`config.mk`:
```
export PLATFORM = sky130hd
export DESIGN_NAME = query_param_splitter_decoder_core
export DESIGN_NICKNAME = d
export VERILOG_FILES = /design/src/hw/rtl/qpsd_pkg.sv /design/src/hw/rtl/qpsd_in_stage.sv /design/src/hw/rtl/qpsd_decode.sv /design/src/hw/rtl/qpsd_out_stage.sv /design/src/hw/rtl/query_param_splitter_decoder_core.sv
export SDC_FILE = /design/constraint.sdc
export NUM_CORES = 1
export LEC_CHECK = 0
export BUFFER_PORTS_ARGS = -buffer_cell sky130_fd_sc_hd__clkbuf_2
export CELL_PAD_IN_SITES_DETAIL_PLACEMENT = 2
export CELL_PAD_IN_SITES_GLOBAL_PLACEMENT = 2
export CORE_UTILIZATION = 33
export CTS_CLUSTER_DIAMETER = 150
export DETAILED_ROUTE_END_ITERATION = 12
export HOLD_SLACK_MARGIN = 0.08
export PLACE_DENSITY_LB_ADDON = 0.1
export SLEW_MARGIN = 10
export SYNTH_ARGS = -nofsm -noshare
export SYNTH_HDL_FRONTEND = slang
export SYNTH_SLANG_ARGS = --single-unit
export TNS_END_PERCENT = 50
```
`constraint.sdc`:
```
create_clock -name clk -period 1.9 [get_ports clk]
set_input_delay 0.095 -clock clk [delete_from_list [all_inputs] [get_ports clk]]
set_output_delay 0.095 -clock clk [all_outputs]
set_load 0.01 [all_outputs]
```
`src/hw/rtl/qpsd_pkg.sv`:
```
// ----------------------------------------------------------------------------
// qpsd_pkg
// Shared types, character codes and helpers for the query string splitter
// and percent decoder.
// ----------------------------------------------------------------------------
`timescale 1ns / 1ps
`default_nettype none

package qpsd_pkg;

    // Characters with a meaning in a query string
    localparam logic [7:0] CH_PERCENT = 8'h25;
    localparam logic [7:0] CH_AMP     = 8'h26;
    localparam logic [7:0] CH_EQUALS  = 8'h3D;

    // Escape tracking, one-hot
    typedef enum logic [2:0] {
        PH_OUT = 3'b001,   // outside an escape
        PH_HI  = 3'b010,   // after '%', waiting for the high digit
        PH_LO  = 3'b100    // after the high digit, waiting for the low digit
    } phase_t;

    // One raw input byte as held in the input register
    typedef struct packed {
        logic [7:0] in_byte;
        logic       end_of_string;
    } item_t;

    // One result transaction
    typedef struct packed {
        logic       out_valid;
        logic [7:0] decoded_byte;
        logic       in_value_part;
        logic       param_done;
        logic       string_done;
        logic       syntax_error;
    } result_t;

    // Result of a hex digit test
    typedef struct packed {
        logic       ok;
        logic [3:0] val;
    } hex_t;

    // Classify one byte as a hex digit of either case
    function automatic hex_t hex_digit(input logic [7:0] c);
        hex_t h;
        h.ok  = 1'b0;
        h.val = 4'd0;
        case (c) inside
            [8'h30:8'h39]:
            begin
                h.ok  = 1'b1;
                h.val = c[3:0];
            end
            [8'h41:8'h46], [8'h61:8'h66]:
            begin
                h.ok  = 1'b1;
                h.val = c[3:0] + 4'd9;
            end
            default:
            begin
                h.ok  = 1'b0;
                h.val = 4'd0;
            end
        endcase
        return h;
    endfunction

endpackage

`default_nettype wire

```
`src/hw/rtl/qpsd_in_stage.sv`:
```
// ----------------------------------------------------------------------------
// qpsd_in_stage
// Input register: captures one raw byte transaction and holds it until the
// decode stage moves it into the result register.
// ----------------------------------------------------------------------------
`timescale 1ns / 1ps
`default_nettype none

module qpsd_in_stage
(
    input  wire logic            clk,
    input  wire logic            rst_n,
    input  wire logic            s_tvalid,
    output logic                 s_tready,
    input  wire logic [7:0]      s_tdata,   // [7:0] in_byte
    input  wire logic            s_tlast,   // end_of_string
    input  wire logic            advance,
    output logic                 item_valid,
    output qpsd_pkg::item_t      item
);
    import qpsd_pkg::*;

    logic  valid_reg;
    logic  valid_next;
    item_t item_reg;

    // Take a new transaction when the register is empty or being drained
    assign s_tready = !valid_reg || advance;

    always_comb
    begin
        valid_next = valid_reg;
        if (s_tvalid && s_tready)
        begin
            valid_next = 1'b1;
        end
        else if (advance)
        begin
            valid_next = 1'b0;
        end
    end

    // Hold the valid flag
    always_ff @(posedge clk or negedge rst_n)
    begin
        if (!rst_n)
        begin
            valid_reg <= 1'b0;
        end
        else
        begin
            valid_reg <= valid_next;
        end
    end

    // Capture the payload on acceptance
    always_ff @(posedge clk)
    begin
        if (s_tvalid && s_tready)
        begin
            item_reg.in_byte       <= s_tdata;
            item_reg.end_of_string <= s_tlast;
        end
    end

    assign item_valid = valid_reg;
    assign item       = item_reg;

endmodule

`default_nettype wire

```
`src/hw/rtl/qpsd_decode.sv`:
```
// ----------------------------------------------------------------------------
// qpsd_decode
// Parameter splitting and percent decoding of one byte, with the escape,
// key/value and error state that carries from byte to byte.
// ----------------------------------------------------------------------------
`timescale 1ns / 1ps
`default_nettype none

module qpsd_decode
(
    input  wire logic            clk,
    input  wire logic            rst_n,
    input  wire logic            step,
    input  wire qpsd_pkg::item_t item,
    output qpsd_pkg::result_t    result
);
    import qpsd_pkg::*;

    phase_t     phase_reg;
    phase_t     phase_next;
    logic [3:0] nibble_reg;
    logic [3:0] nibble_next;
    logic       after_eq_reg;
    logic       after_eq_next;
    logic       err_hold_reg;
    logic       err_hold_next;

    hex_t       hex;
    logic       eos;
    logic [7:0] c;
    result_t    res;

    assign c   = item.in_byte;
    assign eos = item.end_of_string;
    assign hex = hex_digit(c);

    // Decode one byte and work out the next state
    always_comb
    begin
        phase_next    = phase_reg;
        nibble_next   = nibble_reg;
        after_eq_next = after_eq_reg;
        err_hold_next = err_hold_reg;

        res.out_valid     = 1'b0;
        res.decoded_byte  = 8'd0;
        res.in_value_part = 1'b0;
        res.param_done    = 1'b0;
        res.string_done   = eos;
        res.syntax_error  = 1'b0;

        if (!err_hold_reg)
        begin
            res.in_value_part = after_eq_reg;
            case (phase_reg)
                PH_HI:
                begin
                    if (hex.ok && !eos)
                    begin
                        nibble_next = hex.val;
                        phase_next  = PH_LO;
                    end
                    else
                    begin
                        res.syntax_error = 1'b1;
                    end
                end
                PH_LO:
                begin
                    if (hex.ok)
                    begin
                        res.out_valid    = 1'b1;
                        res.decoded_byte = {nibble_reg, hex.val};
                        res.param_done   = eos;
                        phase_next       = PH_OUT;
                    end
                    else
                    begin
                        res.syntax_error = 1'b1;
                    end
                end
                default:
                begin
                    phase_next = PH_OUT;
                    if (c == CH_PERCENT)
                    begin
                        if (eos)
                        begin
                            res.syntax_error = 1'b1;
                        end
                        else
                        begin
                            phase_next = PH_HI;
                        end
                    end
                    else if (c == CH_AMP)
                    begin
                        res.param_done = 1'b1;
                        after_eq_next  = 1'b0;
                    end
                    else if (c == CH_EQUALS && !after_eq_reg)
                    begin
                        after_eq_next     = 1'b1;
                        res.in_value_part = 1'b1;
                        res.param_done    = eos;
                    end
                    else
                    begin
                        res.out_valid    = 1'b1;
                        res.decoded_byte = c;
                        res.param_done   = eos;
                    end
                end
            endcase

            // Drop the item and lock out the rest of the string on a bad escape
            if (res.syntax_error)
            begin
                err_hold_next     = 1'b1;
                phase_next        = PH_OUT;
                res.in_value_part = 1'b0;
                res.param_done    = 1'b0;
                res.out_valid     = 1'b0;
                res.decoded_byte  = 8'd0;
            end
        end

        // Start a fresh string after the last byte
        if (eos)
        begin
            phase_next    = PH_OUT;
            nibble_next   = 4'd0;
            after_eq_next = 1'b0;
            err_hold_next = 1'b0;
        end
    end

    // Advance the state once per decoded transaction
    always_ff @(posedge clk or negedge rst_n)
    begin
        if (!rst_n)
        begin
            phase_reg    <= PH_OUT;
            nibble_reg   <= 4'd0;
            after_eq_reg <= 1'b0;
            err_hold_reg <= 1'b0;
        end
        else if (step)
        begin
            phase_reg    <= phase_next;
            nibble_reg   <= nibble_next;
            after_eq_reg <= after_eq_next;
            err_hold_reg <= err_hold_next;
        end
    end

    assign result = res;

    // A bad escape before the end of the string locks out what follows
    a_err_locks: assert property (@(posedge clk) disable iff (!rst_n)
        step && res.syntax_error && !eos |=> err_hold_reg)
        else $error("error hold not set after a bad escape");

    // The last byte returns all state to its reset values
    a_eos_clears: assert property (@(posedge clk) disable iff (!rst_n)
        step && eos |=> phase_reg == PH_OUT && !after_eq_reg && !err_hold_reg)
        else $error("state not cleared at end of string");

    // While locked out, nothing but string_done comes through
    a_locked_quiet: assert property (@(posedge clk) disable iff (!rst_n)
        err_hold_reg |-> !res.out_valid && !res.param_done && !res.syntax_error)
        else $error("output produced after a syntax error");

    // An escape in progress never sits in the value-free error state
    a_phase_onehot: assert property (@(posedge clk) disable iff (!rst_n)
        err_hold_reg |-> phase_reg == PH_OUT)
        else $error("escape still open while error is held");

endmodule

`default_nettype wire

```
`src/hw/rtl/qpsd_out_stage.sv`:
```
// ----------------------------------------------------------------------------
// qpsd_out_stage
// Result register: holds one decoded transaction for the downstream side and
// decides when the pipeline may advance.
// ----------------------------------------------------------------------------
`timescale 1ns / 1ps
`default_nettype none

module qpsd_out_stage
(
    input  wire logic              clk,
    input  wire logic              rst_n,
    input  wire logic              item_valid,
    input  wire qpsd_pkg::result_t result,
    output logic                   advance,
    output logic                   m_tvalid,
    input  wire logic              m_tready,
    output logic [7:0]             m_tdata,   // [7:0] decoded_byte
    output logic [3:0]             m_tuser,   // [0] out_valid, [1] in_value_part,
                                              // [2] param_done, [3] syntax_error
    output logic                   m_tlast    // string_done
);
    import qpsd_pkg::*;

    logic    valid_reg;
    logic    valid_next;
    result_t res_reg;

    // Move a decoded item in when the register is empty or being drained
    assign advance = item_valid && (!valid_reg || m_tready);

    always_comb
    begin
        valid_next = valid_reg;
        if (advance)
        begin
            valid_next = 1'b1;
        end
        else if (m_tready)
        begin
            valid_next = 1'b0;
        end
    end

    // Hold the valid flag
    always_ff @(posedge clk or negedge rst_n)
    begin
        if (!rst_n)
        begin
            valid_reg <= 1'b0;
        end
        else
        begin
            valid_reg <= valid_next;
        end
    end

    // Capture the result payload
    always_ff @(posedge clk)
    begin
        if (advance)
        begin
            res_reg <= result;
        end
    end

    assign m_tvalid = valid_reg;
    assign m_tdata  = res_reg.decoded_byte;
    assign m_tuser  = {res_reg.syntax_error, res_reg.param_done,
                       res_reg.in_value_part, res_reg.out_valid};
    assign m_tlast  = res_reg.string_done;

endmodule

`default_nettype wire

```
`src/hw/rtl/query_param_splitter_decoder_core.sv`:
```
// Query string splitter and percent decoder. Raw query string bytes enter on
// the slave stream, one per transaction, with tlast on the final byte; each
// byte yields exactly one result transaction on the master stream. A byte is
// taken every cycle while the master side keeps up, and its result is formed
// by the decode logic between the input register and the result register; a
// stalled master side holds the result and back-pressures the slave side once
// both registers are full. Raw '&' ends a parameter, the first raw '=' moves
// to the value part, and "%hh" escapes are decoded; a malformed escape flags
// syntax_error and the rest of that string is dropped. No clearing pass is
// needed after reset.
// ----------------------------------------------------------------------------
// query_param_splitter_decoder_core
// Top level: input register, byte decoder with its state, result register.
// ----------------------------------------------------------------------------
`timescale 1ns / 1ps
`default_nettype none

module query_param_splitter_decoder_core
(
    input  wire logic       clk,
    input  wire logic       rst_n,
    input  wire logic       s_tvalid,
    output logic            s_tready,
    input  wire logic [7:0] s_tdata,   // [7:0] in_byte
    input  wire logic       s_tlast,   // end_of_string
    output logic            m_tvalid,
    input  wire logic       m_tready,
    output logic [7:0]      m_tdata,   // [7:0] decoded_byte
    output logic [3:0]      m_tuser,   // [0] out_valid, [1] in_value_part,
                                       // [2] param_done, [3] syntax_error
    output logic            m_tlast    // string_done
);
    import qpsd_pkg::*;

    logic    advance;
    logic    item_valid;
    item_t   item;
    result_t result;

    // Hold the incoming byte
    qpsd_in_stage u_in_stage
    (
        .clk        (clk),
        .rst_n      (rst_n),
        .s_tvalid   (s_tvalid),
        .s_tready   (s_tready),
        .s_tdata    (s_tdata),
        .s_tlast    (s_tlast),
        .advance    (advance),
        .item_valid (item_valid),
        .item       (item)
    );

    // Decode and advance the parser state
    qpsd_decode u_decode
    (
        .clk    (clk),
        .rst_n  (rst_n),
        .step   (advance),
        .item   (item),
        .result (result)
    );

    // Hold the result for the master side
    qpsd_out_stage u_out_stage
    (
        .clk        (clk),
        .rst_n      (rst_n),
        .item_valid (item_valid),
        .result     (result),
        .advance    (advance),
        .m_tvalid   (m_tvalid),
        .m_tready   (m_tready),
        .m_tdata    (m_tdata),
        .m_tuser    (m_tuser),
        .m_tlast    (m_tlast)
    );

endmodule

`default_nettype wire

```
======== Word level (Yosys, flattened, before mapping) ========
Cells that the tools add are included.
storage, ports and cells
  register bits ........................... 33
  output and inout port bits .............. 15
  word-level logic and storage cells ...... 95
cells by class
  add/subtract/negate cells ............... 1
  magnitude comparators ................... 6
  equal/unequal tests ..................... 10
  mux-type cells .......................... 41
  reduce and logical (&&, ||, !) cells .... 23
operators with widths
  operator                                                                  number
  8-bit by 6-bit == test with 1-bit output (second input constant)          3
  1-bit two-way mux                                                         21
  9-bit two-way mux                                                         2
  9-bit one-hot mux with 2 select lines                                     1
  8-bit by 7-bit >= comparator with 1-bit output (second input constant)    2
  8-bit by 7-bit <= comparator with 1-bit output (second input constant)    2
  4-bit two-way mux                                                         4
  3-bit two-way mux                                                         5
  4-bit AND reduction                                                       3
  11-bit two-way mux                                                        1
  10-bit two-way mux                                                        1
  5-bit two-way mux                                                         2
  8-bit by 6-bit >= comparator with 1-bit output (second input constant)    1
  8-bit by 6-bit <= comparator with 1-bit output (second input constant)    1
  4-bit by 2-bit inequality test with 1-bit output (second input constant)  2
  2-bit nonzero test                                                        4
  1-bit logical AND                                                         7
  3-bit one-hot mux with 2 select lines                                     1
  2-bit OR reduction                                                        3
  4-bit adder (second input constant)                                       1
  1-bit zero test                                                           4
  2-bit inequality test (second input constant)                             2
  1-bit one-hot mux with 2 select lines                                     2
  3-bit by 2-bit == test with 1-bit output (second input constant)          1
  other kinds (4)                                                           5

======== Longest topological paths before layout ========
  depth in word-level cells ............... 12
  depth in mapped cells ................... 8
  depth with buffers taken out ............ 7

======== Cells and area by module ========
A second synthesis with hierarchy kept.
second synthesis, totals
  cell total of the unflattened synthesis .. 134
  area total of the unflattened synthesis .. 1651.6 um^2
by module, submodules not included
  module          instances  cells an instance  area an instance (um^2)  seq. area each (um^2)
  qpsd_decode     1          104                893.4                    226.5
  qpsd_out_stage  1          17                 434.2                    415.4
  qpsd_in_stage   1          13                 324.1                    295.3

======== Least setup slack after synthesis ========
No wires, ideal clock.
  kind .................................... reg-to-reg
  start point ............................. reg u_in_stage.item_reg, in the netlist u_in_stage.item[1]
  end point ............................... reg u_out_stage.res_reg, in the netlist u_out_stage.m_tuser[2] (data pin)
  data arrival time ....................... 1716 ps
  data required time ...................... 1637 ps
  slack ................................... -79 ps
  stages on the path, launching flop included .. 8
  clock period less this slack ............ 1979 ps
  cells stage by stage .................... edfxtp_1 > ha_1 > or3b_1 > nand4b_2 > o21ai_4 > buf_6 > a22oi_1 > a211oi_2
on the way
  cells in the longest elaborated chain, start to end .. 10
RTL lines
  item                                                                                                                                           line                  text
  start, declared                                                                                                                                qpsd_in_stage.sv:25   item_t item_reg;
  8-bit by 7-bit >= comparator with 1-bit output (implied by the code) / 8-bit by 7-bit <= comparator with 1-bit output (equally long branches)  qpsd_decode.sv:35     assign hex = hex_digit(c);
  1-bit logical AND (implied by the code)                                                                                                        qpsd_decode.sv:35
  2-bit OR reduction                                                                                                                             qpsd_pkg.sv:50        case (c) inside
  5-bit two-way mux (2 in series)                                                                                                                qpsd_pkg.sv:50
  1-bit logical AND                                                                                                                              qpsd_decode.sv:58     if (hex.ok && !eos)
  1-bit two-way mux                                                                                                                              qpsd_decode.sv:58
  1-bit one-hot mux with 2 select lines                                                                                                          qpsd_decode.sv:55     case (phase_reg)
  1-bit two-way mux                                                                                                                              qpsd_decode.sv:52     if (!err_hold_reg)
  2-bit OR reduction (no source line)                                                                                                            n/a
  end signal, assigned                                                                                                                           qpsd_out_stage.sv:63  res_reg <= result;
  end, declared                                                                                                                                  qpsd_out_stage.sv:27  result_t res_reg;
Parallel ways exist; a longest one is shown, timed or not. The select of a mux whose other input is x is not followed.
A chain may end at the register's enable or synchronous reset.

======== Final worst setup path ========
  start point ............................. reg u_in_stage.item_reg, in the netlist u_in_stage.item[1]
  end point ............................... reg u_decode.nibble_reg[2]
on the way
  cells in the longest elaborated chain, start to end .. 9
RTL lines
  item                                                                                                                                           line                text
  8-bit by 7-bit >= comparator with 1-bit output (implied by the code) / 8-bit by 7-bit <= comparator with 1-bit output (equally long branches)  qpsd_decode.sv:35
  1-bit logical AND (implied by the code)                                                                                                        qpsd_decode.sv:35
  2-bit OR reduction                                                                                                                             qpsd_pkg.sv:50
  5-bit two-way mux                                                                                                                              qpsd_pkg.sv:50
  5-bit two-way mux (*)                                                                                                                          qpsd_pkg.sv:50
  4-bit two-way mux                                                                                                                              qpsd_decode.sv:58
  4-bit two-way mux                                                                                                                              qpsd_decode.sv:55
  4-bit two-way mux                                                                                                                              qpsd_decode.sv:52
  4-bit two-way mux                                                                                                                              qpsd_decode.sv:129  if (eos)
  end signal, assigned                                                                                                                           qpsd_decode.sv:151  nibble_reg <= nibble_next;
  end, declared                                                                                                                                  qpsd_decode.sv:21   logic [3:0] nibble_reg;
Every way passes the cells marked *; elsewhere a longest branch is shown, timed or not. The select of a mux whose other input is x is not followed.

==> results.py <==
metrics = {
    "run_status": {
        "outcome": "finished with violations",
        "violations": "negative setup slack",
    },
    "die": {
        "die-width_um": 75.33,
        "dieArea_mm2": 0.005674,
        "core_mm2": 0.005140,
        "fp-row-count": 26,
        "num_io_pins": 28,
        "chipHeight_um": 75.33,
        "initial_core_util_pct": 34.52,
    },
    "synth": {
        "synth_xor_area_share_pct": 1.481,
        "synthMuxAreaShare_pct": 0,
        "synth_top_family_by_area": "simple AND/OR/NAND/NOR gates",
        "synthDistinctLibCells": 53,
        "synth-simple-area-share_pct": 20.59,
        "async_flop_share_pct": 33.33,
        "ys_seq_elements": 33,
        "synth_fa_ha_area_share_pct": 2.821,
        "ys_warn_count": 0,
        "synth_compound_area_share_pct": 18.19,
        "syn-num-nets": 173,
        "synth_ff_type": "edfxtp_1",
        "yosysSeqAreaShare_pct": 52.82,
        "synth_area_mm2": 0.001774,
        "synth_area_per_cell_um2": 11.37,
        "synth-edff-count": 22,
        "synth_cells": 156,
    },
    "global_route": {
        "grt_pass1_vias": 1625,
        "gr-usage-all-layers_pct": 20.13,
        "overflow": 0,
        "met3_usage_pct": 4.630,
        "antenna_found_initial": 0,
        "grt_max_degree": 15,
        "grt_pass1_wl_um": 8204,
        "use_met1_pct": 23.72,
        "busiest_layer": "met2",
        "grt_use_met2_pct": 36.31,
    },
    "timing": {
        "grt_setup_unrepaired": "true",
        "max_slew_margin_pct": 65.70,
        "hold_viol_final": 0,
        "max_freq_ghz": 0.5095,
        "fin_ws_ns": -0.06276,
        "skew_ns": 0.009101,
        "finalSetupTns_ns": -0.5425,
        "setup_viol": 15,
        "min_period_ns": 1.963,
        "period_share_pct": 103.3,
        "finalMaxSlewViolations": 0,
        "worst_pin_slew_ns": 0.5139,
    },
    "flow_run": {
        "cap_violations": 0,
    },
    "route": {
        "dr.pass1.iters": 4,
        "viasPerCell": 5.237,
        "drc": 0,
        "final_antenna_net_count": 0,
        "detail_route.iter0.violations": 65,
        "routed_wl_um": 5154,
        "via_count": 1524,
        "avgRoutedWirePerCell_um": 17.71,
    },
    "cts": {
        "clk_pin_slew_worst_paths_ns": 0.07,
        "cts.sinks": 33,
        "cts_buffer_depth": 2,
        "cts-root-buf": "clkbuf_8",
        "htree_levels": 2,
        "cts_buffers": 5,
        "cts_tree": "done",
        "insertion_delay_ns": 0.29,
    },
    "finish": {
        "syn_to_final_growth_pct": 38.08,
        "drive_above_1_share_pct": 39.82,
        "fin_nets": 237,
        "nFillCells": 558,
        "largest_reg_flops": 9,
        "n_antenna_cell": 0,
        "fin_cells": 291,
        "final_common_cell": "clkbuf_2",
        "layout_common_cells": "clkbuf_2 (27), buf_4 (23), edfxtp_1 (22), nor2_1 (15), nand2_1 (13)",
    },
    "place": {
        "dp_slack_ns": -0.1674,
        "dp_cells": 261,
        "gp_congestion": 0.7918,
        "numPortBuffers": 27,
        "place_hpwl_um": 3579,
    },
    "critical_path": {
        "cp_data_required_time_ns": 2.08,
        "critPathCaptureType": "register",
        "cp.arrival_ns": 2.14,
        "crit_family": "simple AND/OR/NAND/NOR gates",
        "startpoint_type": "register",
        "path_buf_inv": 1,
        "worstPathCellList": "buf_6, ha_4, or3b_4, nand4b_4, o21ai_4, and4_2, a32o_1",
        "critPathMaxStageDelay_ns": 0.43,
        "rrSetupSlack_ns": -0.06,
        "path_class": "reg2reg",
        "critPathSlowestCell": "edfxtp_1",
        "critPathMaxFanout": 7,
    },
    "power_and_ir_drop": {
        "total_leakage_power_nw": 0.9833,
        "ir_drop_v": 0.0004345,
        "p_per_area_mw_per_mm2": 683.8,
    },
    "worst_hold_path": {
        "min_path_type": "in2reg",
    },
}
-- cell families after synthesis --
family,count (synthesis)
compound gates,39
xor+xnor,3
buf+inv,14
fa+ha+maj,4
simple gates,63
flops,33
-- path summary, 6_finish.rpt --
| kind | startpoint | endpoint | cells past startpoint |
|---|---|---|---|
| worst max-delay path | u_in_stage.item[1] | u_decode.nibble_reg[2] | 7 |
| worst min-delay path | m_tready | u_out_stage.m_tvalid | 3 |
| worst max register to register | u_in_stage.item[1] | u_decode.nibble_reg[2] | 7 |
| worst min register to register | u_in_stage.item_valid | u_out_stage.m_tvalid | 1 |
| max in group asynchronous | rst_n | u_decode.phase_reg[0] | 2 |
| min in group asynchronous | rst_n | u_decode.err_hold_reg | 2 |
-- layer usage --
| layer | vias to the layer above | part of all wire, % |
|---|---|---|
| li1 | 721 | - |
| met2 | 43 | 53 |
| met4 | 0 | 1.5 |
| met5 | - | 0 |
| met3 | 9 | 3.4 |
| met1 | 751 | 42 |
-- power by group --
group,internal [mW],leakage (nW),switching (mW)
Combinational,0.132,0.588,0.151
Clock,0.253,0.0439,0.276
Sequential,0.829,0.351,0.0355
-- synthesized netlist by cell type (4+ instances only) --
library cell	count	share of area, %
a21oi_1	7	2.0
a32o_1	5	2.8
a32oi_1	6	3.0
dfrtp_1	10	14
edfxtp_1	22	37
ha_1	4	2.8
inv_1	6	1.3
nand2_1	13	2.8
nand2b_1	4	1.4
nand4_1	5	1.8
nor2_1	16	3.4
-- stage by stage --
stage               utilization, %  hold slack, ns  power (mW)  instance area, um^2
global placement             40.82        -0.01362       1.104                 2098
floorplan                        -         -0.2006       1.004                 1805
detailed placement           40.82       -0.002110       1.114                 2098
finish                       47.66          0.1054       1.675                 2450
global route                 47.66          0.1351       1.745                 2450
CTS                          46.20          0.1108       1.672                 2375
-- repair_timing --
item / in CTS / in global routing
hold endpoints to repair: 21 / 0
endpoints found under the setup margin: 16 / 20
cloned: 1 / 0
hold buffers: 11 / 0
buffers inserted: 5 / 5
pin swaps: 2 / 7
gates resized for setup: 8 / 8
-- worst reg2reg max path, delay by kind of cell, from the launching register on --
family                     cells  cell delay, ns
AOI/OAI and AO/OA              2            0.34
adders and majority gates      1            0.15
buffers and inverters          1            0.15
DFF                            1            0.43
and+or+nand+nor                3            0.78
-- cell type report --
| type | count | area (um^2) | area share, % |
|---|---|---|---|
| Clock inverter | 3 | 17.52 | 0.7150 |
| Timing Repair Buffer | 64 | 451.7 | 18.44 |
| Clock buffer | 5 | 68.82 | 2.809 |
| Tap cell | 70 | 87.58 | 3.575 |
| Sequential cell | 33 | 937.1 | 38.25 |
| Multi-Input combinational cell | 110 | 864.6 | 35.29 |
| Inverter | 6 | 22.52 | 0.9193 |
Power figures use the tool's default switching activity.
